## config.mk

```make
export PLATFORM = sky130hd
export DESIGN_NAME = control_frame_parser
export DESIGN_NICKNAME = d
export VERILOG_FILES = /design/src/cfp_pkg.sv /design/src/cfp_parse.sv /design/src/cfp_out_buf.sv /design/src/control_frame_parser.sv
export SDC_FILE = /design/constraint.sdc
export NUM_CORES = 1
export LEC_CHECK = 0
export BUFFER_PORTS_ARGS = -buffer_cell sky130_fd_sc_hd__buf_4
export CAP_MARGIN = 10
export CORE_UTILIZATION = 45
export CTS_CLUSTER_DIAMETER = 30
export DETAILED_ROUTE_END_ITERATION = 6
export SETUP_SLACK_MARGIN = 0.1
export SLEW_MARGIN = 10
export SYNTH_ARGS = -nofsm -noshare
export SYNTH_HDL_FRONTEND = slang
export SYNTH_SLANG_ARGS = --single-unit
```

## constraint.sdc

```tcl
create_clock -name aclk -period 8.85 [get_ports aclk]
set_input_delay 1.77 -clock aclk [delete_from_list [all_inputs] [get_ports aclk]]
set_output_delay 1.77 -clock aclk [all_outputs]
set_load 0.01 [all_outputs]
```

## src/cfp_pkg.sv

```systemverilog
// Package for the control frame parser: transaction payload types,
// header offsets, magic bytes and status codes.
// No dependencies.
package cfp_pkg;

    // Input transaction: one message byte and its final-byte flag.
    typedef struct packed {
        logic [7:0] rx_byte;
        logic       end_of_message;
    } cfp_in_t;

    // Result transaction: a payload byte or an end-of-frame report.
    typedef struct packed {
        logic        kind;
        logic [7:0]  payload_byte;
        logic [1:0]  frame_status;
        logic [3:0]  message_type;
        logic [1:0]  data_kind;
        logic [1:0]  device_type;
        logic [15:0] source_id;
        logic [15:0] dest_id;
        logic [15:0] payload_length;
    } cfp_out_t;

    // Result kinds.
    localparam logic KIND_PAYLOAD = 1'b0;
    localparam logic KIND_REPORT  = 1'b1;

    // Frame status codes.
    localparam logic [1:0] STATUS_OK           = 2'd0;
    localparam logic [1:0] STATUS_HEADER_ERR   = 2'd1;
    localparam logic [1:0] STATUS_LENGTH_ERR   = 2'd2;
    localparam logic [1:0] STATUS_CHECKSUM_ERR = 2'd3;

    // Magic bytes.
    localparam logic [7:0] MAGIC_D = 8'h44;
    localparam logic [7:0] MAGIC_S = 8'h53;

    // Header byte offsets.
    localparam logic [15:0] POS_MAGIC0   = 16'd0;
    localparam logic [15:0] POS_MAGIC1   = 16'd1;
    localparam logic [15:0] POS_MAGIC2   = 16'd2;
    localparam logic [15:0] POS_MAGIC3   = 16'd3;
    localparam logic [15:0] POS_TYPE     = 16'd4;
    localparam logic [15:0] POS_LEN_HI   = 16'd5;
    localparam logic [15:0] POS_LEN_LO   = 16'd6;
    localparam logic [15:0] POS_SRC_HI   = 16'd7;
    localparam logic [15:0] POS_SRC_LO   = 16'd8;
    localparam logic [15:0] POS_DST_HI   = 16'd9;
    localparam logic [15:0] POS_DST_LO   = 16'd10;
    localparam logic [15:0] POS_PAYLOAD  = 16'd15;

    // Length limits.
    localparam logic [15:0] MIN_FRAME_LEN = 16'd16;
    localparam logic [15:0] COUNT_MAX     = 16'hffff;

endpackage

```

## src/cfp_parse.sv

```systemverilog
// Frame parser core: header capture, byte count, checksum and status.
// Depends on cfp_pkg.
module cfp_parse (
    input  logic            aclk,
    input  logic            aresetn,
    input  logic            accept,
    input  cfp_pkg::cfp_in_t  in_data,
    output logic            res_valid,
    output cfp_pkg::cfp_out_t res_data
);
    import cfp_pkg::*;

    logic [15:0] byte_count_reg, byte_count_next;
    logic [7:0]  running_sum_reg, running_sum_next;
    logic        header_bad_reg, header_bad_next;
    logic [7:0]  type_byte_reg, type_byte_next;
    logic [15:0] declared_length_reg, declared_length_next;
    logic [15:0] src_hold_reg, src_hold_next;
    logic [15:0] dst_hold_reg, dst_hold_next;
    logic        overflowed_reg, overflowed_next;

    // Header fields as they stand after this byte.
    logic        hdr_bad;
    logic [7:0]  hdr_type;
    logic [15:0] hdr_len;
    logic [15:0] hdr_src;
    logic [15:0] hdr_dst;
    logic        len_bad;
    logic [7:0]  b;
    logic        last;

    assign b    = in_data.rx_byte;
    assign last = in_data.end_of_message;

    // Capture of the header byte at the current offset.
    always_comb begin
        hdr_bad  = header_bad_reg;
        hdr_type = type_byte_reg;
        hdr_len  = declared_length_reg;
        hdr_src  = src_hold_reg;
        hdr_dst  = dst_hold_reg;
        case (byte_count_reg)
            POS_MAGIC0, POS_MAGIC2: begin
                if (b != MAGIC_D) hdr_bad = 1'b1;
            end
            POS_MAGIC1, POS_MAGIC3: begin
                if (b != MAGIC_S) hdr_bad = 1'b1;
            end
            POS_TYPE:   hdr_type = b;
            POS_LEN_HI: hdr_len  = {b, declared_length_reg[7:0]};
            POS_LEN_LO: hdr_len  = {declared_length_reg[15:8], b};
            POS_SRC_HI: hdr_src  = {b, src_hold_reg[7:0]};
            POS_SRC_LO: hdr_src  = {src_hold_reg[15:8], b};
            POS_DST_HI: hdr_dst  = {b, dst_hold_reg[7:0]};
            POS_DST_LO: hdr_dst  = {dst_hold_reg[15:8], b};
            default: begin
            end
        endcase
    end

    // The received count includes the final byte; a full counter means overflow.
    assign len_bad = overflowed_reg || (byte_count_reg == COUNT_MAX) ||
                     (byte_count_reg < POS_PAYLOAD) ||
                     ((byte_count_reg + 16'd1) != hdr_len);

    // Result of this byte.
    always_comb begin
        res_data  = '0;
        res_valid = 1'b0;
        if (last) begin
            res_valid               = 1'b1;
            res_data.kind           = KIND_REPORT;
            res_data.message_type   = hdr_type[7:4];
            res_data.data_kind      = hdr_type[3:2];
            res_data.device_type    = hdr_type[1:0];
            res_data.source_id      = hdr_src;
            res_data.dest_id        = hdr_dst;
            res_data.payload_length = (hdr_len >= MIN_FRAME_LEN) ?
                                      (hdr_len - MIN_FRAME_LEN) : 16'd0;
            if (hdr_bad) begin
                res_data.frame_status = STATUS_HEADER_ERR;
            end else if (len_bad) begin
                res_data.frame_status = STATUS_LENGTH_ERR;
            end else if (running_sum_reg != b) begin
                res_data.frame_status = STATUS_CHECKSUM_ERR;
            end else begin
                res_data.frame_status = STATUS_OK;
            end
        end else if (byte_count_reg >= POS_PAYLOAD) begin
            res_valid             = 1'b1;
            res_data.kind         = KIND_PAYLOAD;
            res_data.payload_byte = b;
        end
    end

    // Next state: advance within a message, clear after the final byte.
    always_comb begin
        byte_count_next      = byte_count_reg;
        running_sum_next     = running_sum_reg;
        header_bad_next      = header_bad_reg;
        type_byte_next       = type_byte_reg;
        declared_length_next = declared_length_reg;
        src_hold_next        = src_hold_reg;
        dst_hold_next        = dst_hold_reg;
        overflowed_next      = overflowed_reg;
        if (accept) begin
            if (last) begin
                byte_count_next      = '0;
                running_sum_next     = '0;
                header_bad_next      = 1'b0;
                type_byte_next       = '0;
                declared_length_next = '0;
                src_hold_next        = '0;
                dst_hold_next        = '0;
                overflowed_next      = 1'b0;
            end else begin
                running_sum_next     = running_sum_reg + b;
                header_bad_next      = hdr_bad;
                type_byte_next       = hdr_type;
                declared_length_next = hdr_len;
                src_hold_next        = hdr_src;
                dst_hold_next        = hdr_dst;
                if (byte_count_reg == COUNT_MAX) begin
                    overflowed_next = 1'b1;
                end else begin
                    byte_count_next = byte_count_reg + 16'd1;
                end
            end
        end
    end

    // State registers.
    always_ff @(posedge aclk) begin
        if (!aresetn) begin
            byte_count_reg      <= '0;
            running_sum_reg     <= '0;
            header_bad_reg      <= 1'b0;
            type_byte_reg       <= '0;
            declared_length_reg <= '0;
            src_hold_reg        <= '0;
            dst_hold_reg        <= '0;
            overflowed_reg      <= 1'b0;
        end else begin
            byte_count_reg      <= byte_count_next;
            running_sum_reg     <= running_sum_next;
            header_bad_reg      <= header_bad_next;
            type_byte_reg       <= type_byte_next;
            declared_length_reg <= declared_length_next;
            src_hold_reg        <= src_hold_next;
            dst_hold_reg        <= dst_hold_next;
            overflowed_reg      <= overflowed_next;
        end
    end

endmodule

```

## src/cfp_out_buf.sv

```systemverilog
// Two-entry result buffer (output register plus skid register).
// Depends on cfp_pkg.
module cfp_out_buf (
    input  logic              aclk,
    input  logic              aresetn,
    input  logic              push,
    input  cfp_pkg::cfp_out_t push_data,
    output logic              has_space,
    output logic              m_valid,
    input  logic              m_ready,
    output cfp_pkg::cfp_out_t m_data
);
    import cfp_pkg::*;

    cfp_out_t    head_reg, head_next;
    cfp_out_t    skid_reg, skid_next;
    logic [1:0]  count_reg, count_next;
    logic        pop;

    assign m_valid   = (count_reg != 2'd0);
    assign m_data    = head_reg;
    assign has_space = (count_reg != 2'd2);
    assign pop       = m_valid && m_ready;

    // Entry movement for push and pop.
    always_comb begin
        head_next  = head_reg;
        skid_next  = skid_reg;
        count_next = count_reg;
        case (count_reg)
            2'd0: begin
                if (push) begin
                    head_next  = push_data;
                    count_next = 2'd1;
                end
            end
            2'd1: begin
                if (push && pop) begin
                    head_next = push_data;
                end else if (push) begin
                    skid_next  = push_data;
                    count_next = 2'd2;
                end else if (pop) begin
                    count_next = 2'd0;
                end
            end
            2'd2: begin
                if (pop) begin
                    head_next  = skid_reg;
                    count_next = 2'd1;
                end
            end
            default: begin
                count_next = 2'd0;
            end
        endcase
    end

    // Fill count is control state; entries hold payload only.
    always_ff @(posedge aclk) begin
        if (!aresetn) begin
            count_reg <= 2'd0;
        end else begin
            count_reg <= count_next;
        end
    end

    always_ff @(posedge aclk) begin
        head_reg <= head_next;
        skid_reg <= skid_next;
    end

endmodule

```

## src/control_frame_parser.sv

```systemverilog
// Control frame parser top level.
// Depends on cfp_pkg, cfp_parse and cfp_out_buf.
//
// Usage:
// The s_ channel takes one message byte per transaction, with end_of_message
// set on the final (checksum) byte. The m_ channel returns a payload-byte
// transaction for every non-final byte at offset 15 or later, and one status
// report transaction on the final byte. Header bytes produce no result.
// The result of an accepted byte is registered in the result buffer and is
// offered on m_valid right after that edge unless an earlier result stays unread.
// The parser takes one byte per cycle while s_ready is high; the parse logic
// between the state registers and the result buffer is combinational.
// A two-entry result buffer lets s_ready stay high while one result waits;
// s_ready drops only when both entries are full, so a receiver stall backs
// up the input after two results, and nothing is lost.
// Synchronous active-low reset clears the parser to the start of a message
// and empties the result buffer. After the final byte the parser returns to
// the start-of-message state on its own.
module control_frame_parser (
    input  logic              aclk,
    input  logic              aresetn,
    input  logic              s_valid,
    output logic              s_ready,
    input  cfp_pkg::cfp_in_t  s_data,
    output logic              m_valid,
    input  logic              m_ready,
    output cfp_pkg::cfp_out_t m_data
);
    import cfp_pkg::*;

    logic     accept;
    logic     res_valid;
    cfp_out_t res_data;
    logic     has_space;

    // An input transaction completes when the result buffer has a free entry.
    assign s_ready = has_space;
    assign accept  = s_valid && s_ready;

    cfp_parse u_parse (
        .aclk      (aclk),
        .aresetn   (aresetn),
        .accept    (accept),
        .in_data   (s_data),
        .res_valid (res_valid),
        .res_data  (res_data)
    );

    cfp_out_buf u_out_buf (
        .aclk      (aclk),
        .aresetn   (aresetn),
        .push      (accept && res_valid),
        .push_data (res_data),
        .has_space (has_space),
        .m_valid   (m_valid),
        .m_ready   (m_ready),
        .m_data    (m_data)
    );

endmodule

```

# After elaboration in Yosys (flattened, before gate mapping)
# Index checks and enable logic that the tools add are counted.
[totals] mem_count=0 regBits=218 rom_bits=0 word_cells=114 ramBits=0 latch_bits=0 inputBits=13 output_inout_bits=69
[classes] n_shift=0 n_bitwise=1 div=0 n_mul=0 n_lt_le_gt_ge=3 n_addsub=3 mux=37 eq_ne=24 reduce_logical=19
[op_table] op="$mux W67" n=3
[op_table] op="$pmux W67 S3" n=1
[op_table] op="$mux W16" n=6
[op_table] op="$pmux W16 S2" n=3
[op_table] op="$eq A16 B3 Y1 const B" n=4
[op_table] op="$mux W58" n=1
[op_table] op="$eq A16 B4 Y1 const B" n=3
[op_table] op="$mux W8" n=5
[op_table] op="$eq A16 B2 Y1 const B" n=2
[op_table] op="$add A16 B1 Y16 const B" n=1
[op_table] op="$eq A16 B1 Y1 const B" n=1
[op_table] op="$eq A16 B16 Y1 const B" n=1
[op_table] op="$ge A16 B4 Y1 const B" n=1
[op_table] op="$ge A16 B5 Y1 const B" n=1
[op_table] op="$logic_not A16 Y1" n=1
[op_table] op="$lt A16 B4 Y1 const B" n=1
[op_table] op="$mux W2" n=8
[op_table] op="$ne A16 B16 Y1" n=1
[op_table] op="$ne A8 B7 Y1 const B" n=2
[op_table] op="$sub A16 B5 Y16 const B" n=1
[op_table] op="$add A8 B8 Y8" n=1
[op_table] op="$mux W1" n=8
[op_table] op="$ne A8 B8 Y1" n=1
[op_table] op="$reduce_and A4 Y1" n=2
[op_table] op="16 further kinds" n=28

# Logic depth before layout (Yosys ltp)
# Gate-level depths: netlist of run 1.
[logic_depth] depth_word=9 depth_mapped=12 depth_no_buf=10

# Modules after synthesis
# From an unflattened synthesis of run 1, not the netlist that was laid out.
[unflattened] cells_unflattened=936 hier_area_um2=10556.4
[modules_own_cells] mod="cfp_parse" area_per_inst_um2=5516.5 cells_per_inst=708 seq_area_each_um2=1641.6 instances=1
[modules_own_cells] mod="cfp_out_buf" area_per_inst_um2=5027.3 cells_per_inst=226 seq_area_each_um2=4063.9 instances=1
[modules_own_cells] mod="control_frame_parser" area_per_inst_um2=12.5 cells_per_inst=2 seq_area_each_um2=0.0 instances=1

# Worst setup path before layout of run 1
# No wires, ideal clock.
[synth_path] path_type="in2reg" start="in s_data[0] (netlist bit)" end="reg u_out_buf.head_reg (netlist bit u_out_buf.m_data[0]) (enable)" n_path_buf=0 required_ns=8.258 setup_ns=0.592 arrival_time_ns=6.895 cell_stages=2 path_slack_ns=1.363 cell_sequence="o21ai_0 -> o31ai_1"
[synth_via] elab_chain_len=5 word_cells_on_any_way=6 cone_classes="eq/ne (2); mux (1); reduce/logical (3)"
[synth_rtl] element="start, declared" line="control_frame_parser.sv:24" text="input cfp_pkg::cfp_in_t s_data,"
[synth_rtl] element="$mux W1 *" line="cfp_parse.sv:70" text="if (last) begin"
[synth_rtl] element="$logic_and A1 B1 Y1 *" line="control_frame_parser.sv:52" text=".push (accept && res_valid),"
[synth_rtl] element="$logic_and A1 B1 Y1" line="cfp_out_buf.sv:38" text="if (push && pop) begin"
[synth_rtl] element="$ne A2 B1 Y1 (no line)"
[synth_rtl] element="$reduce_and A4 Y1 (no line) *"
[synth_rtl] element="end signal, assigned" line="cfp_out_buf.sv:69" text="head_reg <= head_next;"
[synth_rtl] element="end, declared" line="cfp_out_buf.sv:15" text="cfp_out_t head_reg, head_next;"
# Every way passes the cells marked *; elsewhere a longest branch is shown, timed or not.
# A chain may end at the register's enable or synchronous reset.

==> results of run 1 <==
==> worst min-delay path by stage <==
| stage | endpoint | start | depth (start not counted) |
|---|---|---|---|
| 2_1_floorplan | u_parse.overflowed_reg | u_parse.overflowed_reg | 1 |
| 3_3_place_gp | u_parse.overflowed_reg | u_parse.overflowed_reg | 1 |
| 3_5_place_dp | u_parse.overflowed_reg | u_parse.overflowed_reg | 1 |
| 4_1_cts | u_parse.overflowed_reg | u_parse.overflowed_reg | 1 |
| 5_1_grt | u_parse.overflowed_reg | u_parse.overflowed_reg | 1 |
| 6_report | u_parse.overflowed_reg | u_parse.overflowed_reg | 1 |
==> worst reg2reg max path: stages, from the launching register on <==
cell and delay [ps]:
sky130_fd_sc_hd__dfxtp_1 370, sky130_fd_sc_hd__or4_1 680, sky130_fd_sc_hd__nor3_1 430, sky130_fd_sc_hd__nand2_1 180
sky130_fd_sc_hd__o21ai_0 690, sky130_fd_sc_hd__nor2_1 150, sky130_fd_sc_hd__and2_2 480, sky130_fd_sc_hd__buf_4 400
==> final cells by class <==
class	instances	area share (%)
repair buffers	90	5.35
well taps	285	2.82
clock buffers	58	9.88
inverters	10	0.297
flip-flops and latches	218	45.2
clock inverters	26	2.12
multi-input cells	735	34.3
==> power by group <==
part	total, mW	internal, mW	switching (mW)
clock network	1.63	1.09	0.549
logic	0.122	0.0412	0.0803
registers	1.10	1.09	0.00753
==> cells by family after synthesis <==
| logic type | Yosys count | share of synthesized area [%] |
|---|---|---|
| xor+xnor | 40 | 3.39 |
| compound gates | 217 | 14.1 |
| fa+ha+maj | 12 | 1.53 |
| flops | 218 | 55.2 |
| buf+inv | 77 | 2.98 |
| mux | 20 | 2.06 |
| simple gates | 446 | 20.7 |
==> metrics by stage <==
stage	std cells	util (%)	power [mW]	setup slack, ps	instance area [sq um]
finish	1422	55.9	2.86	5080	12600
floorplan	1030	-	1.19	1360	10300
global placement	1338	49.2	1.24	4620	11100
CTS	1422	55.9	2.88	5090	12600
global route	1422	55.9	2.94	4930	12600
detailed placement	1338	49.2	1.24	4540	11100
==> placed cells by master (no fill, tap or decap), types with 5 or more instances in the layout <==
cell	Yosys	routed
sky130_fd_sc_hd__nand2_1	193	193
sky130_fd_sc_hd__edfxtp_1	134	134
sky130_fd_sc_hd__nor2_1	93	93
sky130_fd_sc_hd__buf_4	1	90
sky130_fd_sc_hd__dfxtp_1	84	84
sky130_fd_sc_hd__a22oi_1	77	77
sky130_fd_sc_hd__nor2b_1	48	47
sky130_fd_sc_hd__clkbuf_16	0	47
sky130_fd_sc_hd__a21oi_1	39	39
sky130_fd_sc_hd__o21ai_0	39	39
sky130_fd_sc_hd__xnor2_1	24	24
sky130_fd_sc_hd__and2_1	24	23
sky130_fd_sc_hd__nand3_1	16	16
sky130_fd_sc_hd__nor3_1	16	16
sky130_fd_sc_hd__xor2_1	16	16
sky130_fd_sc_hd__clkinv_2	0	15
sky130_fd_sc_hd__a22o_1	13	13
sky130_fd_sc_hd__ha_1	11	11
sky130_fd_sc_hd__inv_1	10	10
sky130_fd_sc_hd__mux2_2	10	10
sky130_fd_sc_hd__nor4_1	10	10
sky130_fd_sc_hd__nand4_1	10	10
sky130_fd_sc_hd__and3_1	10	10
sky130_fd_sc_hd__mux2i_1	10	10
sky130_fd_sc_hd__o31ai_1	10	9
sky130_fd_sc_hd__clkbuf_1	49	8
sky130_fd_sc_hd__a31oi_1	7	7
sky130_fd_sc_hd__a21o_1	5	5
==> Yosys cell counts, types with 16 or more instances <==
cell type and count:
sky130_fd_sc_hd__nand2_1 193, sky130_fd_sc_hd__edfxtp_1 134, sky130_fd_sc_hd__nor2_1 93, sky130_fd_sc_hd__dfxtp_1 84
sky130_fd_sc_hd__a22oi_1 77, sky130_fd_sc_hd__clkbuf_1 49, sky130_fd_sc_hd__nor2b_1 48, sky130_fd_sc_hd__a21oi_1 39
sky130_fd_sc_hd__o21ai_0 39, sky130_fd_sc_hd__and2_1 24, sky130_fd_sc_hd__xnor2_1 24, sky130_fd_sc_hd__nand3_1 16
sky130_fd_sc_hd__nor3_1 16, sky130_fd_sc_hd__xor2_1 16
==> metal layers <==
layer  up-vias  routed length, microns
met5         -                       0
met4         0                     595
met3        44                    1560
met2       283                   11900
met1      3856                   12600
li1       3848                       -
==> summary by stage, run 1 <==
Status
The run finished with clean final reports.

Timing
Timing would allow up to 265 MHz. The minimum period implied by the final worst setup slack is ~3800 ps. The number of max-slew violations in the final report was 0. The worst-case headroom to the max-slew limit is 23.9%. Setup repair after global routing left no endpoint under its margin.

For the final routed database, the setup TNS stands at 0 ps. The worst clock skew is 21.7 ps. The hold slack is 464 ps.

The worst path uses 42.6% of the clock period. The count of final hold-check violations is 0. The count of endpoints failing setup in the final report is 0. The transition time at the pin with the least slew margin is 1140 ps.

Route
The detail route stage leaves a number of antenna-violating nets equal to 0. In the routed layout, each cell is associated on average with a via count of 5.65. In this run, the number of DRC markers left after iteration 0 of detailed routing was 719. The routed wire length is 26700 microns.

The total via count after detailed routing is 8031. The first TritonRoute pass finished after 5 iterations. For this run, design rule violations remaining after detail routing come to 0. In the final routed layout, each cell accounts on average for 18.8 microns.

Setup path
The source of the worst register-to-register timing path is u_parse.byte_count_reg[4]. The kind of launch point of the worst setup path is an input port. Counting both buffers and inverters, the worst setup path holds a total of 1.

The count of cells along the worst register-to-register path is 7. The worst register-to-register path has a setup slack of 5150 ps. In this design, the largest share of critical-path delay is due to simple AND/OR/NAND/NOR gates. The number of gates on the worst path with buffers counted is 8.

The critical setup path kind is input port to register. The endpoint identified for the worst register-to-register timing path is u_out_buf.skid_reg[50]. The slowest library cell on the worst path is sky130_fd_sc_hd__or4_1.

The kind of end point of the critical path is a register. The critical path goes through buf_4 -> or4_1 -> nand2_1 -> o21ai_0 -> nor3_1 -> a31o_2 -> a21oi_1 -> mux2_2. The biggest fanout along the worst timing path is 15. For this run, the slowest stage of the critical path takes about 550 ps. The critical path starts at s_data[4]. The capturing element of the worst setup path is u_out_buf.m_data[12].

The data arrival at the endpoint of the critical path is 4050 ps. At the worst endpoint, the required time is 9130 ps.

GRT
Global routing used ~3.4% of the available met3 tracks. After global routing, the most crowded layer is met2. For this run, global-route usage on met1 was measured as approximately a third. In the global route stage, overall resource usage came out at a little under a quarter. The met2 global-route usage is 34.8%. The via count of the first global-routing pass is around 7500. After global routing the overflow that remains totals 0. The global-route wire length before repair is roughly 42000 microns. The pin count of the biggest net entering global routing is 68. The initial antenna violation count is 0.

Clocking
The CTS H-tree depth is 2. TritonCTS built the clock tree. The sink count of the clock tree is around 220. The number of gates resized after CTS is 0. The root buffer cell chosen for the clock tree is sky130_fd_sc_hd__clkbuf_16. The later pin in the worst-skew pair is clocked with a latency of approximately 550 ps.

TritonCTS created 45 clock buffers. Hold repair after CTS inserted 0 buffers. Counting along the longest clock path gives a buffer depth of 3. The post-CTS clock slew at the launch and capture registers of the worst setup and hold paths is 50 ps. After clock tree synthesis, the setup repair step added 0 buffers.

Hold path
In this run the worst hold path is classified as register to register.

Logic synthesis
The number of warnings issued by yosys is 0. The synthesized design spends more area on one cell type than any other, namely sky130_fd_sc_hd__edfxtp_1. The post-synthesis cell area is between 10000 and 15000 sq um. For this run, the leading register cell type out of synthesis is sky130_fd_sc_hd__edfxtp_1.

Sequential elements use a little under three fifths of the synthesized area. The synthesized design devotes to its leading area cell type 39.0% of total area. In the post-synthesis netlist, the biggest area contributors are sky130_fd_sc_hd__edfxtp_1 39%, sky130_fd_sc_hd__dfxtp_1 16%, sky130_fd_sc_hd__nand2_1 7.0%, sky130_fd_sc_hd__a22oi_1 5.6%, sky130_fd_sc_hd__nor2_1 3.4%. The synthesized area per cell is 10.0 sq um. Counting flops and latches in the post-synthesis netlist gives 218. The number of nets handed over by synthesis was 1055. Counting flops with a built-in enable in the synthesized netlist gives 134. The number of different library cells used by synthesis comes to 58. The number of standard cells after synthesis is 1030.

Of all flip-flops after synthesis, the portion carrying an async set or reset was 0%.

Floorplan
The number of top-level pins is 82. The core footprint is 22600 sq um. Measured along the y axis, the die boundary spans 153 microns. The count of standard-cell rows is 55. The floorplan step defined a die boundary enclosing 23600 sq um. The horizontal die dimension is 153 microns.

Once the floorplan was initialized, standard cells occupied 45.8% of the core.

Cells and area
In the final layout, the share of cells above drive strength 1 is 16.9%. The antenna cell count is 0. The filler cell count in the final layout is about 2000.

The final net count is roughly 1100. The synthesis-to-layout area growth is 22.3%. The area used by multi-input combinational logic is 4340 sq um. The register area is 5710 sq um.

Job
Across the run, the number of max-cap violations was 0.

Placement
The count of buffers from port buffering is 81. The congestion estimate from routability-driven global placement came to 0.876. The sum of net half-perimeters after detailed placement is 17300 microns.

Power
Across the VDD grid, the largest voltage drop is approximately 0.00014 V. The power per standard cell area is 226 nW/um^2. The static leakage power is about 4.7 nW.
Note: power is estimated with default switching activity, not from simulation.
==> inputs of run 2 (changes only) <==
--- a/config.mk
+++ b/config.mk
@@ -5,6 +5,7 @@
 export SDC_FILE = /design/constraint.sdc
 export NUM_CORES = 1
 export LEC_CHECK = 0
+export ABC_AREA = 1
 export BUFFER_PORTS_ARGS = -buffer_cell sky130_fd_sc_hd__buf_4
 export CAP_MARGIN = 10
 export CORE_UTILIZATION = 45
==> constraint.sdc (replaced) <==
create_clock -name aclk -period 3.8 [get_ports aclk]
set_input_delay 0.76 -clock aclk [delete_from_list [all_inputs] [get_ports aclk]]
set_output_delay 0.76 -clock aclk [all_outputs]
set_load 0.01 [all_outputs]
==> run 2 against run 1 <==
Effect of this change: sequential share of layout area shrank 2.1 points; synthesized cell count grew 23%; cell count grew 21%; critical endpoint is now u_out_buf.m_data[1]; via count grew 8.8%; sequential power grew 130%.
==> summary by stage, run 2 <==
Setup path
The kind of launch point of the worst setup path is a register. The origin of the worst setup path is u_parse.byte_count_reg[0]. The worst register-to-register path begins at u_parse.byte_count_reg[0]. The endpoint required time on the critical path is 4090 ps (-5040 ps). The critical path is of the register to register type. STA classifies the critical path endpoint as a register. The data arrival at the endpoint of the critical path is 3210 ps (-840 ps). The biggest fanout along the worst timing path is 15 (unchanged).

Timing
The count of endpoints failing setup in the final report was 0 (unchanged). The count of final hold-check violations was 0 (unchanged). The number of max-slew violations in the final report came to 0 (unchanged). Counting I/O delays and the setup requirement, the final critical path takes 2920 ps. The worst-case headroom to the max-slew limit is 38.7% (+15 points). Setup repair after global routing left no endpoint under its margin. The highest achievable clock rate is around 340 MHz. The final critical-path setup slack is 876 ps (-4200 ps). The transition time at the pin with the least slew margin was 916 ps (-224 ps).

The summed negative setup slack over all endpoints is 0 ps (unchanged). The worst clock skew was 13.8 ps (-7.84 ps). The fraction of the cycle the final worst path needs is about 77%.

Placement
The worst setup timing slack at the placement stage was 862 ps (-3680 ps). The global placement routability congestion came to 0.904 (+3.2%). The sum of net half-perimeters after detailed placement is 17200 microns (-0.60%). The total cell area at the placement stage is 11500 sq um (+3.5%). The count of buffers from port buffering is 81 (unchanged).

Logic synthesis
The fraction of the yosys area taken by sequential cells is 53.9% (-1.4 points). Summed over all instances, the cell type with the most area after synthesis is sky130_fd_sc_hd__edfxtp_1. The synthesized area per cell is 8.35 sq um (-17%). The register bit total from synthesis came to 218 (unchanged). The share of flip-flops with an asynchronous set or reset after synthesis is 0% (unchanged). The post-synthesis cell area was 10600 sq um (+2.6%).

The most used flip-flop cell after synthesis is sky130_fd_sc_hd__edfxtp_1. The number of nets in the synthesized netlist is 1294 (+23%). The commonest cells after synthesis are 449 x sky130_fd_sc_hd__nand2_1, 136 x sky130_fd_sc_hd__nor2_1, 134 x sky130_fd_sc_hd__edfxtp_1, 97 x sky130_fd_sc_hd__inv_1, 90 x sky130_fd_sc_hd__a21oi_1. The number of warnings issued by yosys came to 0 (unchanged). The most repeated cell in the gate-level netlist after synthesis is sky130_fd_sc_hd__nand2_1.

The top-area cell type share of the netlist area is 38.0% (-0.98 points). The number of unique standard cell types used by synthesis came to 47 (-19%). The number of standard cells after synthesis came to 1269 (+23%).

In the post-synthesis netlist, the biggest area contributors are sky130_fd_sc_hd__edfxtp_1 38%, sky130_fd_sc_hd__nand2_1 16%, sky130_fd_sc_hd__dfxtp_1 16%, sky130_fd_sc_hd__nor2_1 4.8%, sky130_fd_sc_hd__a21oi_1 4.3%. The number of flops mapped to enable cells by yosys is 134 (unchanged).

Clocking
The post-CTS setup repair buffer count came to 0 (unchanged). CTS placed an instance of sky130_fd_sc_hd__clkbuf_16 at the clock tree root. The number of buffers inserted during clock tree synthesis came to 50 (+11%). The clock latency at the later pin of the worst-skew pair is 540 ps (about the same). The CTS H-tree depth is 2 (unchanged). The CTS tree is done.

The hold buffer count at CTS came to 0 (unchanged). The sink count of the clock tree came to 218 (unchanged). The post-CTS clock slew at the launch and capture registers of the worst setup and hold paths is 40 ps (about the same). The worst-case clock buffer depth is 3 (unchanged).

The number of gates resized after CTS is 0 (unchanged).

Power
The static leakage power is 5.36 nW (+14%). The total power of the final layout came to 7.16 mW (+150%). The worst ir drop on vdd came to 0.000322 V (+130%). The power per standard cell area is 541 nW/um^2 (+140%).

GRT
The combined global-route utilization of all metal layers is 23.2% (+0.43 points). The layer with the highest usage is met2. The global routing met1 resource utilization came to 31.3% (-1.7 points). The met2 global-route usage is 36.7% (+2.0 points). The pin count of the biggest net entering global routing is 68 (unchanged).

The initial antenna violation count is 0 (unchanged). The met3 layer usage reported by global route was 4.29% (+0.94 points). The via count of the first global-routing pass is 8262 (+10%).

The final global-route overflow total was 0 (unchanged). The global-route wire length before repair is 43700 microns (+3.6%).

Hold path
The path class of the tightest hold or removal check is input port to register. The startpoint of the most critical hold path is m_ready.

Route
The remaining antenna violation count after routing came to 0 (unchanged). The routed wire length is 27300 microns (+2.4%). The via count normalized by instance count came to 5.08 (-10%).

The mean routed wirelength per cell came to 15.9 microns (-15%). The total via count after detailed routing is 8739 (+8.8%). The count of TritonRoute iterations in the first routing pass is 5 (unchanged).

The violation count after the first detailed-route iteration is 683 (-5.0%). The count of unresolved DRC violations after routing came to 0 (unchanged).

Floorplan
The core footprint is 22800 sq um (+1.2%). The count of standard-cell rows is 55 (unchanged). The number of top-level pins is 82 (unchanged). The starting density of the core is 46.4% (+0.61 points). The horizontal die dimension came to 155 microns (+1.3%).

The die outline area was 24200 sq um (+2.5%). The floorplan die height is 155 microns (+1.3%).

Cells and area
The final net count is 1392 (+24%). The finished layout cell area is 13200 sq um (+4.8%). The library cell used most frequently in the layout, excluding fill and tap cells, is sky130_fd_sc_hd__nand2_1.

The area growth from synthesis to layout is 24.9%. In the layout the commonest cells are 448 x sky130_fd_sc_hd__nand2_1, 134 x sky130_fd_sc_hd__edfxtp_1, 133 x sky130_fd_sc_hd__nor2_1. The fraction of final layout cells sized beyond drive strength 1 was 17.5% (+0.59 points). The antenna cell count is 0 (unchanged).

The core utilization of the finished layout is 57.9% (+2.0 points).

Job
The count of maximum capacitance violations is 0 (unchanged).

Status
The flow ran to the end, and the final reports show no timing, DRC or antenna violations.
[run 2: cell types whose count changed in the layout (fill, tap and decap cells not counted), moves of 22 or more]
cell                      before  now
sky130_fd_sc_hd__and2_1       23    0
sky130_fd_sc_hd__inv_1        10   96
sky130_fd_sc_hd__xnor2_1      24    2
sky130_fd_sc_hd__nand2_1     193  448
sky130_fd_sc_hd__a21oi_1      39   90
sky130_fd_sc_hd__a22oi_1      77    3
sky130_fd_sc_hd__nand3_1      16   48
sky130_fd_sc_hd__nor2_1       93  133
sky130_fd_sc_hd__nor2b_1      47    0
[run 2: logic make-up (layout without fill, tap and decap cells)]
logic type | Yosys count | count (layout) | synth area share [%]
muxes | 8 | 8 | 0.756
xor gates and xnor gates | 10 | 10 | 0.827
DFF | 218 | 218 | 53.9
adders and majority gates | 12 | 12 | 1.49
buffers and inverters | 153 | 292 | 5.74
and+or+nand+nor | 707 | 707 | 28.8
AOI/OAI and AO/OA | 161 | 161 | 8.48
[run 2: layout make-up]
type                            instances  area, sq um
Tap cell                              313          392
Clock buffer                           70         1450
Fill cell                            2064         9620
Clock inverter                         23          277
Timing Repair Buffer                   93          711
Inverter                              106          399
Sequential cell                       218         5710
Multi-Input combinational cell        898         4300
[run 2: critical path, stage by stage (launching register included)]
cell and delay (ps):
sky130_fd_sc_hd__dfxtp_1 340, sky130_fd_sc_hd__inv_1 160, sky130_fd_sc_hd__ha_1 270, sky130_fd_sc_hd__nand3_2 160
sky130_fd_sc_hd__nor2_8 230, sky130_fd_sc_hd__nand3_4 180, sky130_fd_sc_hd__nand2_2 120, sky130_fd_sc_hd__nand2_2 110
sky130_fd_sc_hd__nor2_4 130, sky130_fd_sc_hd__nand2_4 90, sky130_fd_sc_hd__nor2_4 170, sky130_fd_sc_hd__nand4_2 120
sky130_fd_sc_hd__nand2_4 310, sky130_fd_sc_hd__a21oi_1 130, sky130_fd_sc_hd__nand2_1 80, sky130_fd_sc_hd__nand2_1 50
[run 2: metrics by stage]
stage,std cells,hold WS [ps]
2_1_floorplan,1269,435
4_1_cts,1721,416
3_5_place_dp,1628,455
5_1_grt,1721,425
3_3_place_gp,1628,451
6_report,1721,427
[run 2: path summary, 6_finish.rpt]
kind | end | slack (ps) | cells after the start
max | u_out_buf.m_data[1] | 880 | 15
min | u_out_buf.count_reg[1] | 430 | 2
max reg2reg | u_out_buf.m_data[1] | 880 | 15
min reg2reg | u_parse.src_hold_reg[4] | 460 | 2
[run 2: routing by layer]
layer,wire length (microns),part of all wire (%)
met5,0,0
met2,12100,44
met4,903,3.3
met3,1620,5.9
met1,12700,46
[run 2: report_power, final]
part / total (mW) / leakage (nW) / internal [mW] / switching (mW)
combinational: 0.282 / 2.63 / 0.0857 / 0.196
sequential: 2.57 / 1.90 / 2.55 / 0.0158
clock: 4.31 / 0.835 / 2.98 / 1.33
